`src/design/qadd_pkg.sv`:
```
// ---------------------------------------------------------------------------
// qadd_pkg: shared types and constants
// Field types, configuration register indexes and reset values for the
// quantized int8 add block.
// ---------------------------------------------------------------------------
package qadd_pkg;

  localparam int CFG_IDX_W  = 3;
  localparam int CFG_DATA_W = 32;

  typedef logic signed [7:0]  q8_t;
  typedef logic [30:0]        mult_t;
  typedef logic signed [5:0]  shift_t;
  typedef logic [4:0]         post_t;
  typedef logic signed [31:0] word_t;
  typedef logic [CFG_IDX_W-1:0]  cfg_idx_t;
  typedef logic [CFG_DATA_W-1:0] cfg_data_t;

  typedef enum logic [CFG_IDX_W-1:0] {
    REG_MULT_A   = 3'd0,
    REG_SHIFT_A  = 3'd1,
    REG_MULT_B   = 3'd2,
    REG_SHIFT_B  = 3'd3,
    REG_ZERO_A   = 3'd4,
    REG_ZERO_B   = 3'd5,
    REG_ZERO_OUT = 3'd6
  } reg_idx_t;

  localparam mult_t  MULT_RST  = 31'h4000_0000;
  localparam shift_t SHIFT_RST = 6'sd1;
  localparam q8_t    ZERO_RST  = 8'sd0;

  typedef struct packed {
    mult_t  mult_a;
    shift_t shift_a;
    mult_t  mult_b;
    shift_t shift_b;
    q8_t    zero_a;
    q8_t    zero_b;
    q8_t    zero_out;
  } cfg_t;

endpackage

```
`src/design/qadd_sum.sv`:
```
// ---------------------------------------------------------------------------
// qadd_sum: sum and saturate
// Adds both rescaled terms and the output zero point with 32-bit wrap and
// clamps the result to int8.
// ---------------------------------------------------------------------------
module qadd_sum import qadd_pkg::*; (
  input  logic  clk,
  input  logic  en,
  input  word_t ta,
  input  word_t tb,
  input  q8_t   zero_out,
  output q8_t   sum_q
);

  word_t s;
  q8_t   sat;

  always_comb begin
    s = ta + tb + word_t'(zero_out);
    if (s > 32'sd127)       sat = 8'sd127;
    else if (s < -32'sd128) sat = -8'sd128;
    else                    sat = s[7:0];
  end

  always_ff @(posedge clk) begin
    if (en) sum_q <= sat;
  end

endmodule
```
`config.mk`:
```
export PLATFORM = sky130hd
export DESIGN_NAME = qadd_sum
export DESIGN_NICKNAME = d
export VERILOG_FILES = /design/src/design/qadd_pkg.sv /design/src/design/qadd_sum.sv
export SDC_FILE = /design/constraint.sdc
export NUM_CORES = 1
export LEC_CHECK = 0
export ABC_AREA = 1
export BUFFER_PORTS_ARGS = -buffer_cell sky130_fd_sc_hd__buf_2
export CAP_MARGIN = 10
export CELL_PAD_IN_SITES_DETAIL_PLACEMENT = 0
export CELL_PAD_IN_SITES_GLOBAL_PLACEMENT = 1
export CORE_MARGIN = 4
export CORE_UTILIZATION = 40
export DETAILED_ROUTE_END_ITERATION = 16
export PLACE_DENSITY_LB_ADDON = 0.25
export SYNTH_ARGS = -nofsm -noshare
export SYNTH_HDL_FRONTEND = slang
export SYNTH_SLANG_ARGS = --single-unit
```
`constraint.sdc`:
```
create_clock -name clk -period 4.15 [get_ports clk]
set_input_delay 0 -clock clk [delete_from_list [all_inputs] [get_ports clk]]
set_output_delay 0 -clock clk [all_outputs]
set_load 0.005 [all_outputs]
```
==> metrics.md, run 1 <==
| Metric | Value |
|---|---|
| Syn_nets | 742 |
| Initial Utilization | 0.409 |
| Post-layout instance area | 4110 um2 |
| Sequential Area | 240 um2 |
| Max Buffers Root-to-Sink | 2 |
| Yosys warning count | 0 |
| Max-Cap Viols | 0 |
| GRT overflow | 0 |
| Hold Crit Class | input port to flip-flop |
| Nets@finish | 828 |
| GRT Total Usage | 0.194 |
| First-pass GRT wire length | 16200 um |
| Worst Setup Slack post-DPL | 0.655 ns |
| Sequential share of the synthesized area | 0.0681 |
| Worst slew margin | 0.512 |
| Vias in the first global route | 3627 |
| Max Slew Vio Count | 0 |
| Area contributors post-synth | nand2_1, fa_1, inv_1 |
| Max reg flops | 8 |
| Setup Buffers After CTS | 0 |
| Post-route DRC violation count | 0 |
| Clock tree from TritonCTS | yes |
| Core box area | 8640 um2 |
| Mapped Cells | 606 |
| Antenna Nets Post-Route | 0 |
| Largest area contributor in the netlist | nand2_1 |
| Final critical-path required period | 3.23 ns |
| Hold_buf cts | 0 |
| Mean area per synthesized cell | 5.82 um2 |
| GPL Wtd Cong | 0.907 |
| DR WL/cell | 12.0 um |
| Arr. time, crit path | 3.21 ns |
| Total clock sinks | 8 |
| Cell Area, Synth | 3530 um2 |
| CP endpoint kind | flip-flop |
| Post-CTS Resized | 0 |
| Site Rows | 34 |
| Ports | 82 |
| Max H-tree Level | 1 |
| Most used flip-flop cell after synthesis | edfxtp_1 |
| Share of layout cells above drive strength 1 | 0.142 |
| Hold Violations, Final | 0 |
| Synth cell types | 26 |
| RSZ-0062 raised after global routing | false |
| Cell leakage power | 0.00248 uW |
| Iteration-0 DRC Markers | 150 |
| Top flop regs | sum_q (8) |
| Ys async rst share | 0 |
| Via count | 3777 |
| Clock Tree Root | clkbuf_8 |
| Top cells by instance count after synthesis | nand2_1, inv_1, nor2_1 |
| Measured slew at the worst slew-check pin | 0.732 ns |
| TritonRoute pass-1 iters | 6 |
| Fillers | 998 |
| Number of synthesized flops with an enable pin | 8 |
| Pin count of the biggest net entering global routing | 26 |
| CP Launch Type | input port |
| Layout area overhead | 16.5% |
| Die H | 102 um |
| Port bufs | 81 |
| Setup WS post-layout | 0.918 ns |
| Worst-path clk slew | 0.04 ns |
| Die X | 102 um |
| Yosys top cell area share | 0.280 |
| Total CTS buffers | 3 |
| Final core area utilization | 0.476 |
| DP Area | 4070 um2 |
| Final wirelength | 9590 um |
| Most common cell in the synthesized netlist | nand2_1 |
| PD cells | 312 nW/um2 |
| Reg with most FFs | sum_q |
| Worst Hold Depth | 1 |
| Number of diodes | 0 |
| Hpwl dp | 8720 um |
| Number of vias per cell | 4.73 |
| Fmax | 309 MHz |
| Tcrit/Tclk final | 0.779 |
| Post-Place Cells | 795 |
| Die area | 10400 um2 |
| Req. time, crit path | 4.13 ns |
| CP Class | input port to flip-flop |
| VDD IR-drop max | 0.0949 mV |
| Initial antenna violation count | 0 |
| Sum Neg Setup Slack | 0 ns |
| Final setup vio count | 0 |
| Max FO, Critical Path | 25 |
| Status | finished, final reports clean |
| Multi-input logic area | 2840 um2 |
| FF+latch count, synth | 8 |
| Post-route non-filler standard cell count | 798 |
power by group:
| part | switching (uW) | leakage, uW | internal (uW) | total (uW) |
|---|---|---|---|---|
| Sequential | 5.72 | 0.0000788 | 132 | 138 |
| Combinational | 676 | 0.00238 | 378 | 1050 |
| Clock | 29.8 | 0.0000216 | 62.7 | 92.5 |
cell families after synthesis:
logic type,Yosys count,share of synthesized area
DFF,8,0.0681
xor gates and xnor gates,13,0.0344
AOI/OAI and AO/OA,19,0.0284
and+or+nand+nor,383,0.453
adders and majority gates,62,0.288
buffers and inverters,121,0.129
layer usage:
metal  global-route usage  vias to the layer above  routed length (um)
met4               0.0373                        0                 105
met1                0.253                     1679                4360
met5                    0                        -                   0
met2                0.360                       88                4680
met3              0.00751                        9                 442
li1                     -                     2001                   -
layout make-up:
| cell class | count | share of cell area |
|---|---|---|
| flip-flops and latches | 8 | 0.0584 |
| clock buffers | 3 | 0.0100 |
| inverters | 121 | 0.110 |
| repair buffers | 81 | 0.0986 |
| multi-input cells | 477 | 0.690 |
| well taps | 108 | 0.0329 |
cell usage in the layout (no fill, tap or decap), types with 6 or more instances in the layout:
master and n:
xor2_1 6, nand2_1 263, buf_2 81, xnor2_1 6, fa_1 32, nand4_1 10, a21oi_1 16, inv_1 119
ha_1 30, nand3_1 31, nor2_1 52, edfxtp_1 8
critical path: stages:
cell	delay, ns
buf_2	0.55
fa_1	0.54
ha_1	0.43
nand2_2	0.14
nor2_2	0.20
nand3_1	0.14
nand3b_2	0.15
nand2_1	0.09
nand2_1	0.07
nand2_1	0.05
nand2_1	0.14
inv_1	0.07
nor2_1	0.10
nand3_1	0.10
nor2_1	0.13
nand2_1	0.08
nand2_2	0.12
nand2_1	0.08
worst paths after layout:
kind | from | end | slack, ns
setup / recovery | zero_out[7] | sum_q[5] | 0.92
hold / removal | en | sum_q[0] | 0.12
stage by stage:
step,hold WS [ns],power [uW]
after floorplan,0.112,892
after global placement,0.330,1180
after detailed placement,0.349,1190
after CTS,0.113,1290
after global routing,0.122,1450
final,0.115,1280
No activity file was read; power rests on OpenSTA's default activity.
==> inputs of run 2 (changes only) <==
--- a/config.mk
+++ b/config.mk
@@ -11,7 +11,7 @@
 export CELL_PAD_IN_SITES_DETAIL_PLACEMENT = 0
 export CELL_PAD_IN_SITES_GLOBAL_PLACEMENT = 1
 export CORE_MARGIN = 4
-export CORE_UTILIZATION = 40
+export CORE_UTILIZATION = 38
 export DETAILED_ROUTE_END_ITERATION = 16
 export PLACE_DENSITY_LB_ADDON = 0.25
 export SYNTH_ARGS = -nofsm -noshare
==> constraint.sdc (replaced) <==
create_clock -name clk -period 3.2 [get_ports clk]
set_input_delay 0 -clock clk [delete_from_list [all_inputs] [get_ports clk]]
set_output_delay 0 -clock clk [all_outputs]
set_load 0.005 [all_outputs]
==> metrics.md, run 2 (synthesis gave the netlist of run 1 again) <==
| Metric | Value |
|---|---|
| Number of vias per cell | 4.66 (was 4.73) |
| Commonest non-fill, non-tap cells in the layout | nand2_1, inv_1, buf_2 (unchanged) |
| CP endpoint kind | flip-flop (unchanged) |
| Max FO, Critical Path | 7 (was 25) |
| GRT Total Usage | 0.185 (was 0.194) |
| Max H-tree Level | 1 (unchanged) |
| RSZ-0062 raised after global routing | false (unchanged) |
| Antenna Nets Post-Route | 0 (unchanged) |
| Max Buffers Root-to-Sink | 2 (unchanged) |
| Ports | 82 (unchanged) |
| Worst slew margin | 0.749 (was 0.512) |
| Post-route DRC violation count | 0 (unchanged) |
| Layout area overhead | 18.2% (was 16.5%) |
| Hold Violations, Final | 0 (unchanged) |
| Pin count of the biggest net entering global routing | 26 (unchanged) |
| GRT overflow | 0 (unchanged) |
| DR WL/cell | 12.3 um (was 12.0 um) |
| Status | finished, final reports clean (unchanged) |
| Initial antenna violation count | 0 (unchanged) |
| Hold_buf cts | 0 (unchanged) |
| Sum Neg Setup Slack | 0 ns (unchanged) |
| Vias in the first global route | 3628 (was 3627) |
| First-pass GRT wire length | 16800 um (was 16200 um) |
| Hpwl dp | 9010 um (was 8720 um) |
| CP Class | input port to flip-flop (unchanged) |
| Core box area | 8890 um2 (was 8640 um2) |
| Post-route non-filler standard cell count | 804 (was 798) |
| Total clock sinks | 8 (unchanged) |
| GPL Wtd Cong | 0.879 (was 0.907) |
| Reg with most FFs | sum_q (unchanged) |
| Post-Place Cells | 801 (was 795) |
| Max-Cap Viols | 0 (unchanged) |
| Arr. time, crit path | 2.87 ns (was 3.21 ns) |
| Worst-path clk slew | 0.04 ns (about the same) |
| Die X | 104 um (was 102 um) |
| Site Rows | 34 (unchanged) |
| Die H | 104 um (was 102 um) |
| Share of layout cells above drive strength 1 | 0.151 (was 0.142) |
| VDD IR-drop max | 0.136 mV (was 0.0949 mV) |
| Fmax | 345 MHz |
| Total CTS buffers | 3 (unchanged) |
| Top flop regs | sum_q (8) (unchanged) |
| Via count | 3747 (was 3777) |
| Die area | 10900 um2 (was 10400 um2) |
| Fillers | 981 (was 998) |
| Worst Hold Depth | 1 (unchanged) |
| Hold Crit Class | input port to flip-flop (unchanged) |
| Clock Tree Root | clkbuf_8 (unchanged) |
| Final wirelength | 9920 um (was 9590 um) |
| Number of diodes | 0 (unchanged) |
| Final core area utilization | 0.469 (was 0.476) |
| Max Slew Vio Count | 0 (unchanged) |
| Tcrit/Tclk final | 0.905 |
| Iteration-0 DRC Markers | 164 (was 150) |
| Clock tree from TritonCTS | yes (unchanged) |
| Port bufs | 81 (unchanged) |
| Max reg flops | 8 (unchanged) |
| Initial Utilization | 0.397 (was 0.409) |
| Most common cell after layout, fill and taps aside | nand2_1 (unchanged) |
| Final setup vio count | 0 (unchanged) |
| Final critical-path required period | 2.90 ns |
| Req. time, crit path | 3.18 ns (was 4.13 ns) |
| Nets@finish | 834 (was 828) |
| TritonRoute pass-1 iters | 4 (was 6) |
| CP Launch Type | input port (unchanged) |
| Measured slew at the worst slew-check pin | 0.374 ns (was 0.732 ns) |
| Cell leakage power | 0.00251 uW (was 0.00248 uW) |
| PD cells | 407 nW/um2 (was 312 nW/um2) |
==> run 2: cell count changes in the layout (fill, tap and decap cells not counted), sizes merged <==
cell,previous run,this run
buf,81,87
==> run 2: where the power goes <==
part / total [uW] / switching [uW] / leakage [uW] / internal, uW
registers: 178 / 6.61 / 0.0000788 / 171
clock network: 120 / 38.5 / 0.0000216 / 81.4
logic: 1400 / 896 / 0.00241 / 505
total: 1700 / 941 / 0.00251 / 757
==> run 2: final timing paths <==
| check | startpoint | end | slack (ns) |
|---|---|---|---|
| setup / recovery | ta[1] | sum_q[3] | 0.30 |
| hold / removal | en | sum_q[4] | 0.11 |
==> run 2: routing by layer <==
metal | vias to the layer above | wire length [um] | share of wire | global-route usage
met1 | 1646 | 4810 | 0.49 | 0.252
met5 | - | 0 | 0 | 0
met2 | 80 | 4610 | 0.46 | 0.319
met3 | 11 | 339 | 0.034 | 0.0143
li1 | 2010 | - | - | -
met4 | 0 | 157 | 0.016 | 0.0380
==> run 2: layout make-up <==
class / instances / area [um2] / share of cell area
Multi-Input combinational cell: 477 / 2840 / 0.680
Timing Repair Buffer: 87 / 463 / 0.111
Inverter: 121 / 454 / 0.109
Sequential cell: 8 / 240 / 0.0576
Tap cell: 108 / 135 / 0.0324
Clock buffer: 3 / 41.3 / 0.00990
==> run 2: worst max-delay path, stage by stage <==
cell and delay [ns]:
buf_2 0.11, fa_1 0.48, ha_1 0.26, fa_1 0.45
nand3_1 0.11, nand3_1 0.17, nand3_1 0.14, nand3b_2 0.13
xnor2_1 0.35, nand3_1 0.13, nor2_1 0.11, nand3_1 0.08
nor2_1 0.09, nand2_1 0.07, nand2_2 0.12, nand2_1 0.08
==> run 2: metrics by stage <==
| stage | hold WS, ns | worst slack, ns | instance area (um2) | power, uW |
|---|---|---|---|---|
| after floorplan | 0.112 | 0.682 | 3530 | 1160 |
| after global placement | 0.332 | 0.0756 | 4130 | 1570 |
| after detailed placement | 0.344 | 0.0991 | 4130 | 1580 |
| after CTS | 0.108 | 0.329 | 4170 | 1710 |
| after global routing | 0.125 | 0.0447 | 4170 | 1920 |
| final | 0.106 | 0.304 | 4170 | 1700 |
==> run 2: repair_timing <==
action / CTS / global route
buffers inserted: 0 / 0
endpoints found under the setup margin: 0 / 7
resized for setup: 0 / 1
hold endpoints to repair: 0 / 0
==> inputs of run 3 (changes only) <==
--- a/config.mk
+++ b/config.mk
@@ -14,6 +14,7 @@
 export CORE_UTILIZATION = 38
 export DETAILED_ROUTE_END_ITERATION = 16
 export PLACE_DENSITY_LB_ADDON = 0.25
+export RECOVER_POWER = 100
 export SYNTH_ARGS = -nofsm -noshare
 export SYNTH_HDL_FRONTEND = slang
 export SYNTH_SLANG_ARGS = --single-unit
==> metrics.md, run 3 (synthesis gave the netlist of run 1 again) <==
| Metric | Value |
|---|---|
| Worst-path clk slew | 0.04 ns (about the same) |
| Total CTS buffers | 3 (unchanged) |
| Max H-tree Level | 1 (unchanged) |
| Sum Neg Setup Slack | 0 ns (unchanged) |
| Max Slew Vio Count | 0 (unchanged) |
| Initial antenna violation count | 0 (unchanged) |
| Core box area | 8890 um2 (unchanged) |
| Setup WS post-layout | 0.304 ns (unchanged) |
| Site Rows | 34 (unchanged) |
| Die X | 104 um (unchanged) |
| Fmax | 345 MHz (unchanged) |
| Measured slew at the worst slew-check pin | 0.398 ns (was 0.374 ns) |
| Final critical-path required period | 2.90 ns (unchanged) |
| Max-Cap Viols | 0 (unchanged) |
| Die H | 104 um (unchanged) |
| Commonest non-fill, non-tap cells in the layout | nand2_1, inv_1, buf_2 (unchanged) |
| Number of diodes | 0 (unchanged) |
| Worst Setup Slack post-DPL | 0.0991 ns (unchanged) |
| Hold_buf cts | 0 (unchanged) |
| Fillers | 984 (was 981) |
| Initial Utilization | 0.397 (unchanged) |
| Port bufs | 81 (unchanged) |
| Cell leakage power | 0.00250 uW (was 0.00251 uW) |
| Status | finished, final reports clean (unchanged) |
| GPL Wtd Cong | 0.879 (unchanged) |
| Tcrit/Tclk final | 0.905 (unchanged) |
| Max FO, Critical Path | 7 (unchanged) |
| RSZ-0062 raised after global routing | false (unchanged) |
| Antenna Nets Post-Route | 0 (unchanged) |
| Hold Violations, Final | 0 (unchanged) |
| Hold Crit Class | input port to flip-flop (unchanged) |
| Clock Tree Root | clkbuf_8 (unchanged) |
| Total clock sinks | 8 (unchanged) |
| CP endpoint kind | flip-flop (unchanged) |
| Req. time, crit path | 3.18 ns (about the same) |
| Clock tree from TritonCTS | yes (unchanged) |
| Nets@finish | 834 (unchanged) |
| Arr. time, crit path | 2.87 ns (about the same) |
| Most common cell after layout, fill and taps aside | nand2_1 (unchanged) |
| VDD IR-drop max | 0.136 mV (about the same) |
| Final setup vio count | 0 (unchanged) |
| Number of vias per cell | 4.66 (about the same) |
| DR WL/cell | 12.3 um (about the same) |
| TritonRoute pass-1 iters | 4 (unchanged) |
| Top flop regs | sum_q (8) (unchanged) |
| CP Launch Type | input port (unchanged) |
| GRT Total Usage | 0.185 (unchanged) |
| GRT overflow | 0 (unchanged) |
| Via count | 3748 (was 3747) |
| Layout area overhead | 18.1% (was 18.2%) |
| Final wirelength | 9920 um (about the same) |
| Ports | 82 (unchanged) |
| Worst slew margin | 0.734 (was 0.749) |
| Hpwl dp | 9010 um (unchanged) |
| Share of layout cells above drive strength 1 | 0.147 (was 0.151) |
| Post-route DRC violation count | 0 (unchanged) |
| Sequential Area | 240 um2 (unchanged) |
| PD cells | 407 nW/um2 (about the same) |
| Max Buffers Root-to-Sink | 2 (unchanged) |
| Reg with most FFs | sum_q (unchanged) |
| CP Class | input port to flip-flop (unchanged) |
| Iteration-0 DRC Markers | 164 (unchanged) |
| Vias in the first global route | 3628 (unchanged) |
| First-pass GRT wire length | 16800 um (unchanged) |
| Pin count of the biggest net entering global routing | 26 (unchanged) |
| Max reg flops | 8 (unchanged) |
| Multi-input logic area | 2840 um2 (unchanged) |
| Final core area utilization | 0.469 (about the same) |
| Die area | 10900 um2 (unchanged) |
[run 3: changes by cell type in the layout (fill, tap and decap cells not counted)]
cell	before	now
buf_2	81	78
clkbuf_1	0	3
[run 3: layout make-up]
type | count | share of cell area
flip-flops and latches | 8 | 0.0576
multi-input cells | 477 | 0.681
clock buffers | 3 | 0.00991
repair buffers | 87 | 0.110
inverters | 121 | 0.109
well taps | 108 | 0.0324
[run 3: metal layers]
metal / GRT usage / vias to the layer above / part of all wire
met2: 0.319 / 84 / 0.46
li1: - / 2010 / -
met3: 0.0143 / 11 / 0.035
met1: 0.252 / 1643 / 0.48
met4: 0.0380 / 0 / 0.016
met5: 0 / - / 0
[run 3: final timing paths]
path	startpoint	to	slack, ns	depth (start not counted)
hold / removal	en	sum_q[4]	0.19	1
setup / recovery	ta[1]	sum_q[3]	0.30	16
[run 3: critical path, cell delays in order]
cell and delay (ns):
buf_2 0.11, fa_1 0.48, ha_1 0.26, fa_1 0.45, nand3_1 0.11, nand3_1 0.17
nand3_1 0.14, nand3b_2 0.13, xnor2_1 0.35, nand3_1 0.13, nor2_1 0.11, nand3_1 0.08
nor2_1 0.09, nand2_1 0.07, nand2_2 0.12, nand2_1 0.08
[run 3: per-stage QoR]
step | hold WS, ns | instance area (um2) | instances | total power, uW
floorplan | 0.112 | 3530 | 606 | 1160
global placement | 0.332 | 4130 | 801 | 1570
detailed placement | 0.344 | 4130 | 801 | 1580
CTS | 0.108 | 4170 | 804 | 1710
global route | 0.226 | 4170 | 804 | 1920
finish | 0.186 | 4170 | 804 | 1700
[run 3: timing repair]
item | in CTS | in global routing
resized for setup | 0 | 1
endpoints found under the setup margin | 0 | 7
buffers inserted | 0 | 0
[run 3: where the power goes]
group,switching [uW],internal [uW],total (uW)
clock,38.5,81.4,120
sequential,6.79,171,178
combinational,896,503,1400
total,942,755,1700
